<file path="config.mk">
export PLATFORM = sky130hd
export DESIGN_NAME = fragment_reassembly_tracker
export DESIGN_NICKNAME = d
export VERILOG_FILES = /design/src/sv/frt_pkg.sv /design/src/sv/frt_scan_unit.sv /design/src/sv/fragment_reassembly_tracker.sv
export SDC_FILE = /design/constraint.sdc
export NUM_CORES = 1
export LEC_CHECK = 0
export BUFFER_PORTS_ARGS = -buffer_cell sky130_fd_sc_hd__buf_2
export CORE_ASPECT_RATIO = 1.2
export CORE_MARGIN = 4
export CORE_UTILIZATION = 37
export CTS_CLUSTER_SIZE = 12
export DETAILED_ROUTE_END_ITERATION = 6
export PLACE_DENSITY = 0.65
export SETUP_SLACK_MARGIN = 0.3
export SLEW_MARGIN = 25
export SYNTH_ARGS = -nofsm -noshare
export SYNTH_HDL_FRONTEND = slang
export SYNTH_SLANG_ARGS = --single-unit
</file>
<file path="constraint.sdc">
create_clock -name clk_i -period 12.6 [get_ports clk_i]
set_input_delay 0.63 -clock clk_i [delete_from_list [all_inputs] [get_ports clk_i]]
set_output_delay 0.63 -clock clk_i [all_outputs]
set_load 0.05 [all_outputs]
</file>
<file path="src/sv/frt_pkg.sv">
// ----------------------------------------------------------------------------
// Fragment reassembly tracker package
// Shared constants, command and status codes, and payload and table types.
// ----------------------------------------------------------------------------
package frt_pkg;

  localparam int SLOT_COUNT     = 4;
  localparam int MAX_FRAGMENTS  = 16;
  localparam int FRAGMENT_BYTES = 192;

  localparam int SLOT_W = (SLOT_COUNT > 1) ? $clog2(SLOT_COUNT) : 1;
  localparam int MASK_W = MAX_FRAGMENTS;

  localparam logic [4:0]  MAX_FRAG_C   = 5'(MAX_FRAGMENTS);
  localparam logic [7:0]  FRAG_BYTES_C = 8'(FRAGMENT_BYTES);
  localparam logic [31:0] TIME_MAX     = 32'hFFFF_FFFF;

  typedef enum logic [1:0] {
    CMD_ABSORB  = 2'd0,
    CMD_PRUNE   = 2'd1,
    CMD_RELEASE = 2'd2
  } cmd_e;

  typedef enum logic [1:0] {
    STAT_INCOMPLETE = 2'd0,
    STAT_COMPLETE   = 2'd1,
    STAT_ERROR      = 2'd2,
    STAT_DONE       = 2'd3
  } status_e;

  typedef enum logic [1:0] {
    ST_IDLE,
    ST_SCAN,
    ST_UPDATE,
    ST_PRUNE
  } state_e;

  typedef struct packed {
    cmd_e        command;
    logic [47:0] source_mac;
    logic [15:0] message_id;
    logic [4:0]  fragment_count;
    logic [4:0]  fragment_number;
    logic [7:0]  payload_length;
    logic [7:0]  message_type;
    logic [31:0] time_now_ms;
    logic [3:0]  release_slot;
  } item_t;

  typedef struct packed {
    status_e     status;
    logic [3:0]  slot_used;
    logic        store_payload;
    logic [11:0] write_offset;
    logic [11:0] assembled_length;
    logic [7:0]  stored_type;
    logic [47:0] stored_mac;
    logic [15:0] stored_message_id;
  } result_t;

  typedef struct packed {
    logic [47:0]       mac;
    logic [15:0]       message_id;
    logic [4:0]        frag_total;
    logic [7:0]        msg_type;
    logic [31:0]       start_time;
    logic [MASK_W-1:0] rx_mask;
    logic [11:0]       byte_total;
  } slot_t;

  // Per-slot findings of the shared compare unit.
  typedef struct packed {
    logic active;
    logic match;
    logic stale;
    logic older;
  } scan_flags_t;

endpackage

</file>
<file path="src/sv/frt_scan_unit.sv">
// ----------------------------------------------------------------------------
// Fragment reassembly tracker scan unit
// Compares one table slot per cycle against the request: key match, age
// against the stale limit, and start time against the oldest seen so far.
// ----------------------------------------------------------------------------
module frt_scan_unit import frt_pkg::*; (
  input  slot_t       entry_i,
  input  item_t       req_i,
  input  logic [31:0] stale_time_i,
  input  logic [31:0] oldest_i,
  output scan_flags_t flags_o
);

  logic [31:0] age;

  // Elapsed time wraps modulo 2^32.
  assign age = req_i.time_now_ms - entry_i.start_time;

  always_comb begin
    flags_o.active = (entry_i.frag_total != 5'd0);
    flags_o.match  = flags_o.active && (entry_i.message_id == req_i.message_id) &&
                     (entry_i.mac == req_i.source_mac);
    flags_o.stale  = flags_o.active && (age >= stale_time_i);
    flags_o.older  = flags_o.active && (entry_i.start_time <= oldest_i);
  end

endmodule

</file>
<file path="src/sv/fragment_reassembly_tracker.sv">
// ----------------------------------------------------------------------------
// Fragment reassembly tracker
// Slot table that follows the reassembly of fragmented messages.
// ----------------------------------------------------------------------------
// Absorb: the shared compare unit scans one slot per cycle in ST_SCAN, then
//   ST_UPDATE writes the slot and a registered done_o follows; busy until then.
// Prune: ST_PRUNE clears stale slots one per cycle; done_o follows the last slot.
// Release, a bad header or an unused command: done_o in the next cycle, and a
//   new command may be taken every cycle. The receiver cannot stall results.
// Reset clears every slot to free and sets stale_time_ms to 1000; no sweep.
module fragment_reassembly_tracker import frt_pkg::*; (
  input  logic        clk_i,
  input  logic        rst_ni,
  input  logic        start,
  output logic        busy,
  input  item_t       item_i,
  output logic        done_o,
  output result_t     result_o,
  input  logic        cfg_we_i,
  input  logic [31:0] cfg_wdata_i
);

  localparam logic [SLOT_W-1:0] LAST_IDX = SLOT_W'(SLOT_COUNT - 1);

  // Slot table, reset to all free. One write port, read at the scan index.
  slot_t slot_q [SLOT_COUNT];

  logic              tbl_we;
  logic [SLOT_W-1:0] tbl_idx;
  slot_t             tbl_wdata;

  logic [31:0] stale_q;

  state_e state_q, state_d;

  // Request and scan bookkeeping.
  item_t             req_q, req_d;
  logic [SLOT_W-1:0] idx_q, idx_d;
  logic              found_q, found_d;
  logic [SLOT_W-1:0] hit_idx_q, hit_idx_d;
  slot_t             hit_q, hit_d;
  logic              free_found_q, free_found_d;
  logic [SLOT_W-1:0] free_idx_q, free_idx_d;
  logic [31:0]       oldest_q, oldest_d;
  logic [SLOT_W-1:0] oldest_idx_q, oldest_idx_d;

  logic    done_q, done_d;
  result_t result_q, result_d;

  logic        accept;
  scan_flags_t flags;

  // Update step signals.
  logic [SLOT_W-1:0]  sel_idx;
  slot_t              base;
  slot_t              upd;
  logic [MASK_W-1:0]  frag_bit;
  logic [MASK_W:0]    complete_mask;
  logic               dup;
  logic               bad_header;
  logic               release_ok;

  assign accept = start && (state_q == ST_IDLE);
  assign busy   = (state_q != ST_IDLE);
  assign done_o = done_q;
  assign result_o = result_q;

  // The one compare unit, shared by the absorb search and the prune sweep.
  frt_scan_unit u_scan (
    .entry_i      (slot_q[idx_q]),
    .req_i        (req_q),
    .stale_time_i (stale_q),
    .oldest_i     (oldest_q),
    .flags_o      (flags)
  );

  assign bad_header = (item_i.fragment_count == 5'd0) ||
                      (item_i.fragment_count > MAX_FRAG_C) ||
                      (item_i.fragment_number >= item_i.fragment_count) ||
                      (item_i.payload_length > FRAG_BYTES_C);

  assign release_ok = ({1'b0, item_i.release_slot} < 5'(SLOT_COUNT));

  // The matching slot wins; else the lowest free slot; else the oldest one.
  always_comb begin
    if (found_q) begin
      sel_idx = hit_idx_q;
    end else if (free_found_q) begin
      sel_idx = free_idx_q;
    end else begin
      sel_idx = oldest_idx_q;
    end
  end

  // A fresh slot starts with an empty mask and a zero byte count.
  always_comb begin
    if (found_q) begin
      base = hit_q;
    end else begin
      base            = '0;
      base.mac        = req_q.source_mac;
      base.message_id = req_q.message_id;
      base.frag_total = req_q.fragment_count;
      base.msg_type   = req_q.message_type;
      base.start_time = req_q.time_now_ms;
    end
    frag_bit       = MASK_W'(1) << req_q.fragment_number;
    dup            = ((base.rx_mask & frag_bit) != '0);
    upd            = base;
    upd.rx_mask    = base.rx_mask | frag_bit;
    upd.byte_total = base.byte_total + 12'(req_q.payload_length);
    complete_mask  = ((MASK_W + 1)'(1) << req_q.fragment_count) - (MASK_W + 1)'(1);
  end

  // Next state.
  always_comb begin
    state_d = state_q;
    case (state_q)
      ST_IDLE: begin
        if (accept) begin
          if (item_i.command == CMD_ABSORB && !bad_header) begin
            state_d = ST_SCAN;
          end else if (item_i.command == CMD_PRUNE) begin
            state_d = ST_PRUNE;
          end
        end
      end
      ST_SCAN: begin
        if (idx_q == LAST_IDX) begin
          state_d = ST_UPDATE;
        end
      end
      ST_UPDATE: state_d = ST_IDLE;
      ST_PRUNE: begin
        if (idx_q == LAST_IDX) begin
          state_d = ST_IDLE;
        end
      end
      default: state_d = ST_IDLE;
    endcase
  end

  // Datapath control and results.
  always_comb begin
    req_d        = req_q;
    idx_d        = idx_q;
    found_d      = found_q;
    hit_idx_d    = hit_idx_q;
    hit_d        = hit_q;
    free_found_d = free_found_q;
    free_idx_d   = free_idx_q;
    oldest_d     = oldest_q;
    oldest_idx_d = oldest_idx_q;
    done_d       = 1'b0;
    result_d     = result_q;
    tbl_we       = 1'b0;
    tbl_idx      = idx_q;
    tbl_wdata    = '0;

    case (state_q)
      ST_IDLE: begin
        if (accept) begin
          req_d        = item_i;
          idx_d        = '0;
          found_d      = 1'b0;
          free_found_d = 1'b0;
          oldest_d     = TIME_MAX;
          oldest_idx_d = '0;
          result_d     = '0;
          case (item_i.command)
            CMD_ABSORB: begin
              if (bad_header) begin
                done_d          = 1'b1;
                result_d.status = STAT_ERROR;
              end
            end
            CMD_PRUNE: ;
            CMD_RELEASE: begin
              tbl_we          = release_ok;
              tbl_idx         = item_i.release_slot[SLOT_W-1:0];
              done_d          = 1'b1;
              result_d.status = STAT_DONE;
            end
            default: begin
              done_d          = 1'b1;
              result_d.status = STAT_ERROR;
            end
          endcase
        end
      end

      ST_SCAN: begin
        if (flags.match && !found_q) begin
          found_d   = 1'b1;
          hit_idx_d = idx_q;
          hit_d     = slot_q[idx_q];
        end
        if (!flags.active && !free_found_q) begin
          free_found_d = 1'b1;
          free_idx_d   = idx_q;
        end
        // Equal start times: the later slot takes over.
        if (flags.older) begin
          oldest_d     = slot_q[idx_q].start_time;
          oldest_idx_d = idx_q;
        end
        idx_d = idx_q + SLOT_W'(1);
      end

      ST_UPDATE: begin
        done_d  = 1'b1;
        tbl_we  = 1'b1;
        tbl_idx = sel_idx;
        result_d = '0;
        if (found_q && (hit_q.frag_total != req_q.fragment_count)) begin
          // The sender changed its fragment count: drop the slot.
          tbl_wdata       = '0;
          result_d.status = STAT_ERROR;
        end else begin
          result_d.slot_used         = 4'(sel_idx);
          result_d.stored_type       = base.msg_type;
          result_d.stored_mac        = base.mac;
          result_d.stored_message_id = base.message_id;
          if (dup) begin
            tbl_wdata                 = base;
            result_d.status           = STAT_INCOMPLETE;
            result_d.assembled_length = base.byte_total;
          end else begin
            tbl_wdata                 = upd;
            result_d.store_payload    = 1'b1;
            result_d.write_offset     = 12'(req_q.fragment_number) * 12'(FRAGMENT_BYTES);
            result_d.assembled_length = upd.byte_total;
            result_d.status = (upd.rx_mask == complete_mask[MASK_W-1:0]) ?
                              STAT_COMPLETE : STAT_INCOMPLETE;
          end
        end
      end

      ST_PRUNE: begin
        tbl_we    = flags.stale;
        tbl_wdata = '0;
        idx_d     = idx_q + SLOT_W'(1);
        if (idx_q == LAST_IDX) begin
          done_d          = 1'b1;
          result_d        = '0;
          result_d.status = STAT_DONE;
        end
      end

      default: ;
    endcase
  end

  always_ff @(posedge clk_i or negedge rst_ni) begin
    if (!rst_ni) begin
      state_q <= ST_IDLE;
      done_q  <= 1'b0;
      stale_q <= 32'd1000;
      idx_q   <= '0;
      for (int i = 0; i < SLOT_COUNT; i++) begin
        slot_q[i] <= '0;
      end
    end else begin
      state_q <= state_d;
      done_q  <= done_d;
      idx_q   <= idx_d;
      if (cfg_we_i) begin
        stale_q <= cfg_wdata_i;
      end
      if (tbl_we) begin
        slot_q[tbl_idx] <= tbl_wdata;
      end
    end
  end

  always_ff @(posedge clk_i) begin
    req_q        <= req_d;
    found_q      <= found_d;
    hit_idx_q    <= hit_idx_d;
    hit_q        <= hit_d;
    free_found_q <= free_found_d;
    free_idx_q   <= free_idx_d;
    oldest_q     <= oldest_d;
    oldest_idx_q <= oldest_idx_d;
    result_q     <= result_d;
  end

  // A result transfer only follows an accepted command or work in progress.
  a_no_spurious_done: assert property (@(posedge clk_i) disable iff (!rst_ni)
    !start && !busy |=> !done_o)
    else $error("result strobe without a command");

  a_prune_goes_busy: assert property (@(posedge clk_i) disable iff (!rst_ni)
    start && !busy && item_i.command == CMD_PRUNE |=> busy && !done_o)
    else $error("prune did not start its sweep");

  a_error_fields_zero: assert property (@(posedge clk_i) disable iff (!rst_ni)
    done_o && (result_o.status == STAT_ERROR || result_o.status == STAT_DONE) |->
      result_o.slot_used == 4'd0 && !result_o.store_payload &&
      result_o.assembled_length == 12'd0)
    else $error("error or maintenance result carries slot data");

  a_store_only_absorb: assert property (@(posedge clk_i) disable iff (!rst_ni)
    done_o && result_o.store_payload |->
      result_o.status == STAT_INCOMPLETE || result_o.status == STAT_COMPLETE)
    else $error("payload store flagged outside an absorb");

  a_slot_in_range: assert property (@(posedge clk_i) disable iff (!rst_ni)
    done_o |-> {1'b0, result_o.slot_used} < 5'(SLOT_COUNT))
    else $error("reported slot outside the table");

endmodule
</file>
==> results of run 1 <==
[what timing repair did]
| action | 4_1_cts | 5_1_grt |
|---|---|---|
| hold buffers | 1 | 0 |
| hold endpoints to repair | 78 | 0 |
| setup endpoints to repair | 0 | 0 |
[state kept, by name, summed over array words and instances, names as in the netlist, 32 cells and up]
name and count:
stale_q 32, req_q 122, oldest_q 32, hit_q 137, slot_q 548, result_o 95
[critical path, cell delays in order, from the launching register on]
cell and delay (ns):
dfrtp_4 0.63, buf_4 0.67, mux4_2 0.65, inv_1 0.10, ha_1 0.29, and3_1 0.20, and4_1 0.24, o2111a_1 0.15
a2111oi_1 0.79, nor3b_1 0.16, o21ai_0 0.21, a31oi_1 0.11, xor2_1 0.16, ha_1 0.30, a21o_1 0.18, a21o_1 0.17
a21oi_1 0.15, o21ai_0 0.14, a211oi_2 0.61, o32a_2 0.30, buf_4 0.70, buf_4 0.77, mux2_2 0.41
[metrics by stage]
| step | worst slack, ns | cells | util [%] |
|---|---|---|---|
| floorplan | 2.18 | 3154 | - |
| global placement | 4.24 | 4919 | 39.6 |
| detailed placement | 4.13 | 4919 | 39.7 |
| CTS | 4.11 | 5113 | 42.4 |
| global route | 3.60 | 5114 | 42.4 |
| finish | 4.19 | 5117 | 42.4 |
[cell type report]
class | instances | area share, %
sequential | 979 | 51.3
tap | 1633 | 3.96
antenna | 3 | 0.0145
clock buffer | 171 | 5.95
timing repair buffer | 306 | 3.32
multi-input combinational | 1857 | 33.9
inverter | 146 | 1.07
clock inverter | 22 | 0.470
[cell usage in the layout (no fill, tap or decap), types with 10 or more instances in the layout]
cell / instances
a21o_1: 38
a21oi_1: 79
a22oi_1: 18
a32oi_1: 18
and2_1: 19
and3_1: 12
buf_2: 259
buf_4: 39
clkbuf_1: 45
clkbuf_16: 104
clkbuf_8: 22
clkinv_2: 12
dfrtp_1: 577
edfxtp_1: 394
ha_1: 118
inv_1: 145
mux2_1: 18
mux2_2: 535
mux2i_1: 160
mux4_2: 114
nand2_1: 102
nand2b_1: 15
nand3_1: 16
nand4_1: 30
nor2_1: 193
nor2b_1: 10
nor3_1: 16
nor4_1: 12
o21ai_0: 73
or2_2: 10
xnor2_1: 62
xor2_1: 27
[power groups by stage]
| stage | clock [mW] | sequential [mW] | combinational, mW |
|---|---|---|---|
| 2_1_floorplan | 0 | 5.21 | 3.19 |
| 3_3_place_gp | 0 | 4.90 | 4.77 |
| 3_5_place_dp | 0 | 4.92 | 4.85 |
| 4_1_cts | 3.04 | 4.87 | 4.86 |
| 5_1_grt | 3.18 | 4.97 | 5.23 |
| 6_report | 2.97 | 4.87 | 4.81 |
[final timing paths]
| kind | from | to | cells past startpoint | slack, ns |
|---|---|---|---|---|
| worst min-delay path | item_i[125] | req_q[125] | 1 | 0.08 |
| worst max register to register | idx_q[0] | slot_q[381] | 22 | 4.19 |
| max in group asynchronous | rst_ni | slot_q[381] | 4 | 10.01 |
| worst min register to register | slot_q[221] | slot_q[221] | 1 | 0.48 |
| worst max-delay path | idx_q[0] | slot_q[381] | 22 | 4.19 |
| min in group asynchronous | rst_ni | slot_q[440] | 2 | 0.51 |
[logic make-up after synthesis]
| logic type | share of synthesized area (%) |
|---|---|
| compound gates | 4.81 |
| other cells | 0.00825 |
| simple gates | 4.94 |
| fa+ha+maj | 3.40 |
| flops | 58.3 |
| xor+xnor | 1.75 |
| mux | 23.4 |
| buf+inv | 3.43 |
[routing by layer]
| metal | track usage, % | vias up | routed length, µm |
|---|---|---|---|
| met5 | 0 | - | 20 |
| met4 | 4.56 | 2 | 2180 |
| met3 | 2.56 | 122 | 5200 |
| met2 | 28.9 | 663 | 54100 |
| met1 | 24.7 | 14000 | 52000 |
| li1 | - | 12100 | - |
==> impl_metrics.py, run 1 <==
metrics = {
    "cts": {
        "cts_resized": 0,
        "cts_inserted_buffers": 102,
        "cts.sinks": 979,
        "htree_levels": 3,
        "clock_latency_ns": 0.72,
        "cts.clk_slew.worst_paths_ns": 0.06,
        "cts_root_buffer": "clkbuf_16",
        "cts_buffer_depth": 3,
        "cts_tree": "built",
        "cts_setup_buffers": 0,
    },
    "route": {
        "first_pass_iters": 5,
        "vias_per_cell": 5.26,
        "initialDrtViolationCount": 2037,
        "wire_per_inst_um": 22.2,
        "vias": 26900,
        "drc": 0,
        "routed_wl_mm": 114,
        "ant_nets": 0,
    },
    "logic_synthesis": {
        "synth_edf_count": 394,
        "async_flop_share_pct": 59.8,
        "synth_top_area_cell": "dfrtp_1",
        "synth_top_cell_area_share_pct": 31.9,
        "yosysWarnings": 0,
        "synthFlopType": "dfrtp_1",
        "yosys-top-cells-count": "dfrtp_1 (579), mux2_2 (535), edfxtp_1 (394)",
        "synthesis.area_um2": 45400,
        "synth.avg_cell_area_um2": 14.4,
        "ys_seq_area_share_pct": 58.3,
        "synth.area.top_cells": "dfrtp_1 (32%), edfxtp_1 (26%), mux2_2 (13%)",
        "netlist_instances": 3147,
        "yosysUniqueCellTypes": 90,
        "ys_ff_latch": 979,
        "synth.most_common_cell": "dfrtp_1",
    },
    "cells_and_area": {
        "syn_to_final_growth_pct": 13.6,
        "seqCellArea_um2": 26500,
        "fin_nets": 3677,
        "drive_gt1_share_pct": 33.0,
        "multi_input_area_um2": 17500,
        "stdcell_area_um2": 51600,
        "nFillCells": 11100,
    },
    "power": {
        "leakage_nw": 22.8,
        "power.density_nw_per_um2": 245,
        "total_power_mw": 12.7,
        "switching_share_pct": 36.8,
        "pwr-share-comb_pct": 38.0,
        "intPower_mw": 7.99,
        "pwr-share-seq_pct": 38.5,
        "pwr-share-clk_pct": 23.5,
        "switchingPower_mw": 4.66,
        "peakVddDrop_uv": 172,
    },
    "sta": {
        "tightestPinTransition_ns": 1.03,
        "setup_viol": 0,
        "fmax_ghz": 0.119,
        "whs_ns": 0.0834,
        "rsz0062_at_grt": "no",
        "fin_setup_tns_ns": 0,
        "hold_viol_final": 0,
        "fin_crit_ns": 8.41,
        "maxSlewHeadroom_pct": 31.4,
        "skew_ns": 0.0298,
        "final_max_slew_viol_count": 0,
        "fin_crit_sh_pct": 66.8,
    },
    "global_route": {
        "gr-total-overflow": 0,
        "grt_usage_pct": 17.7,
        "grt_pass1_wl_mm": 175,
        "grt_pass1_vias": 28200,
        "grt_antenna_before_repair": 8,
        "grt_max_degree": 164,
    },
    "floorplanning": {
        "die_w_um": 328,
        "io_pins": 269,
        "core_area_um2": 122000,
        "die_h_um": 392,
        "die_area_um2": 129000,
        "initial_core_util_pct": 37.3,
        "rows": 140,
    },
    "worst_hold_path": {
        "hp-class": "primary input to flip-flop",
    },
    "critical_path": {
        "cp-end-kind": "flip-flop",
        "cp.arrival_ns": 9.00,
        "path_class": "flip-flop to flip-flop",
        "cp.required_ns": 13.19,
        "start_kind": "flip-flop",
        "crit_fanout": 50,
    },
    "flow_run": {
        "drv_cap": 0,
    },
    "placed_design": {
        "placedInstanceArea_um2": 48300,
        "place.gp.congestion": 0.865,
        "numPortBuffers": 260,
        "hpwl_mm": 73.4,
    },
    "status": {
        "status": "complete, no violations",
    },
}
No activity file was read; power rests on OpenSTA's default activity.
==> run 2, diff against run 1 <==
- PLACE_DENSITY: 0.65 -> 0.67
- clock period: 12.6 -> 7.33 ns (I/O delays scaled with it)
==> run 2 against run 1 <==
  * Sequential power up 73%
  * Clock power up 75%
  * Largest cell class unchanged
  * First-iteration DRC count shrank 11%
  * Critical path type unchanged
==> impl_metrics.py, run 2 (synthesis gave the netlist of run 1 again) <==
metrics = {
    "cts": {
        "cts_root_buffer": "clkbuf_16",
        "cts.sinks": 979,
        "cts_buffer_depth": 3,
        "cts_tree": "built",
        "cts.clk_slew.worst_paths_ns": 0.06,
        "cts_resized": 0,
        "cts_inserted_buffers": 103,
        "htree_levels": 3,
        "clock_latency_ns": 0.71,
    },
    "critical_path": {
        "cp.required_ns": 7.91,
        "start_kind": "flip-flop",
        "cp.depth": 23,
        "startpoint": "idx_q[1]",
        "max_stage_delay_ns": 0.78,
        "rr_startpoint": "idx_q[1]",
        "worst_path_max_delay_cell": "dfrtp_4",
        "cp.arrival_ns": 7.10,
        "rr_endpoint": "slot_q[368]",
        "cp_cell_sequence": "mux4_2 > ha_1 > inv_1 > fa_1 > a21o_1 > a21oi_1 > o211ai_1 > a32o_1 > o2111ai_1 > nand2_1 > a2111oi_0 > nor3_1 > ha_1 > a21o_1 > a21o_1 > a21o_1 > a22oi_1 > nor2_1 > a211oi_2 > buf_4 > o32a_2 > buf_12 > mux2_2",
        "path_class": "flip-flop to flip-flop",
        "crit_fanout": 49,
        "reg2reg_slack_ns": 0.80,
        "path_delay_family": "compound AO/OA/AOI/OAI gates",
        "cpMostUsedCell": "a21o_1",
        "worst-path-buf-inv": 3,
        "cp-end-kind": "flip-flop",
        "reg2reg_depth": 23,
    },
    "placed_design": {
        "hpwl_mm": 74.0,
        "numPortBuffers": 260,
        "placedInstanceArea_um2": 48600,
        "numPlacedInstances": 4938,
        "place.gp.congestion": 0.844,
        "dp_slack_ns": 0.527,
    },
    "cells_and_area": {
        "drive_gt1_share_pct": 32.0,
        "num_antenna_cells": 0,
        "final_common_cell": "dfrtp_1",
        "stdcell_count": 5290,
        "fin_util_pct": 44.0,
        "syn_to_final_growth_pct": 17.9,
        "top_register": "slot_q",
        "stdcell_area_um2": 53600,
        "fin_nets": 3853,
        "reg.largest.list": "slot_q x548, hit_q x137, req_q x122",
        "largest_register_ffs": 548,
        "final_cell_mix": "dfrtp_1 (577), mux2_2 (535), edfxtp_1 (394)",
    },
    "route": {
        "ant_nets": 0,
        "routed_wl_mm": 115,
        "initialDrtViolationCount": 1808,
        "vias_per_cell": 5.23,
        "wire_per_inst_um": 21.7,
        "vias": 27700,
        "drc": 0,
        "first_pass_iters": 5,
    },
    "global_route": {
        "grt_pass1_wl_mm": 176,
        "grt_usage_pct": 17.8,
        "gr-total-overflow": 0,
        "grt_pass1_vias": 29000,
        "grt_max_degree": 169,
        "grt_antenna_before_repair": 3,
    },
    "worst_hold_path": {
        "min_path_cells": 4,
        "hp-start": "item_i[126]",
        "hold_path_end": "state_q[1]",
        "hp-class": "primary input to flip-flop",
    },
    "sta": {
        "skew_ns": 0.0325,
        "fin_crit_ns": 6.53,
        "final_max_slew_viol_count": 0,
        "fin_ws_ns": 0.802,
        "hold_viol_final": 0,
        "maxSlewHeadroom_pct": 35.0,
        "whs_ns": 0.106,
        "rsz0062_at_grt": "no",
        "fmax_ghz": 0.153,
        "fin_setup_tns_ns": 0,
        "tightestPinTransition_ns": 0.975,
        "fin_crit_sh_pct": 89.1,
        "setup_viol": 0,
    },
    "power": {
        "power.density_nw_per_um2": 411,
        "peakVddDrop_uv": 292,
        "leakage_nw": 23.7,
        "total_power_mw": 22.0,
    },
    "floorplanning": {
        "core_area_um2": 122000,
        "die_w_um": 328,
        "rows": 140,
        "die_h_um": 392,
        "initial_core_util_pct": 37.3,
        "io_pins": 269,
        "die_area_um2": 129000,
    },
    "flow_run": {
        "drv_cap": 0,
    },
    "status": {
        "status": "complete, no violations",
    },
}
-- run 2: power breakdown --
group / internal (mW) / leakage [nW] / switching, mW
clock: 2.99 / 1.63 / 2.21
sequential: 7.54 / 11.7 / 0.890
combinational: 3.50 / 10.3 / 4.92
total: 14.0 / 23.7 / 8.01
-- run 2: how the worst max path moves through the flow --
stage / to
2_1_floorplan: found_q
6_report: slot_q[368]
5_1_grt: slot_q[355]
3_3_place_gp: slot_q[358]
3_5_place_dp: slot_q[464]
4_1_cts: slot_q[279]
-- run 2: worst min-delay path: stages --
cell	delay, ns
buf_2	0.13
inv_1	0.09
o31a_1	0.14
a21oi_1	0.04
-- run 2: what timing repair did --
action,4_1_cts,5_1_grt
hold buffers,156,0
hold endpoints to repair,232,0
endpoints found under the setup margin,0,273
buffers inserted,0,1
-- run 2: layout make-up --
type                    instances  area (µm²)
fillers                     10900       68200
repair buffers                481        3640
flip-flops and latches        979       26500
multi-input cells            1857       17500
well taps                    1633        2040
clock buffers                 169        3050
inverters                     146         553
clock inverters                25         299
-- run 2: layer usage --
| layer | GRT usage [%] | share of wire (%) | vias to the layer above |
|---|---|---|---|
| li1 | - | - | 12500 |
| met1 | 24.4 | 45 | 14300 |
| met2 | 29.1 | 47 | 779 |
| met3 | 2.93 | 5.4 | 167 |
| met4 | 5.34 | 2.4 | 0 |
| met5 | 0 | 0 | - |
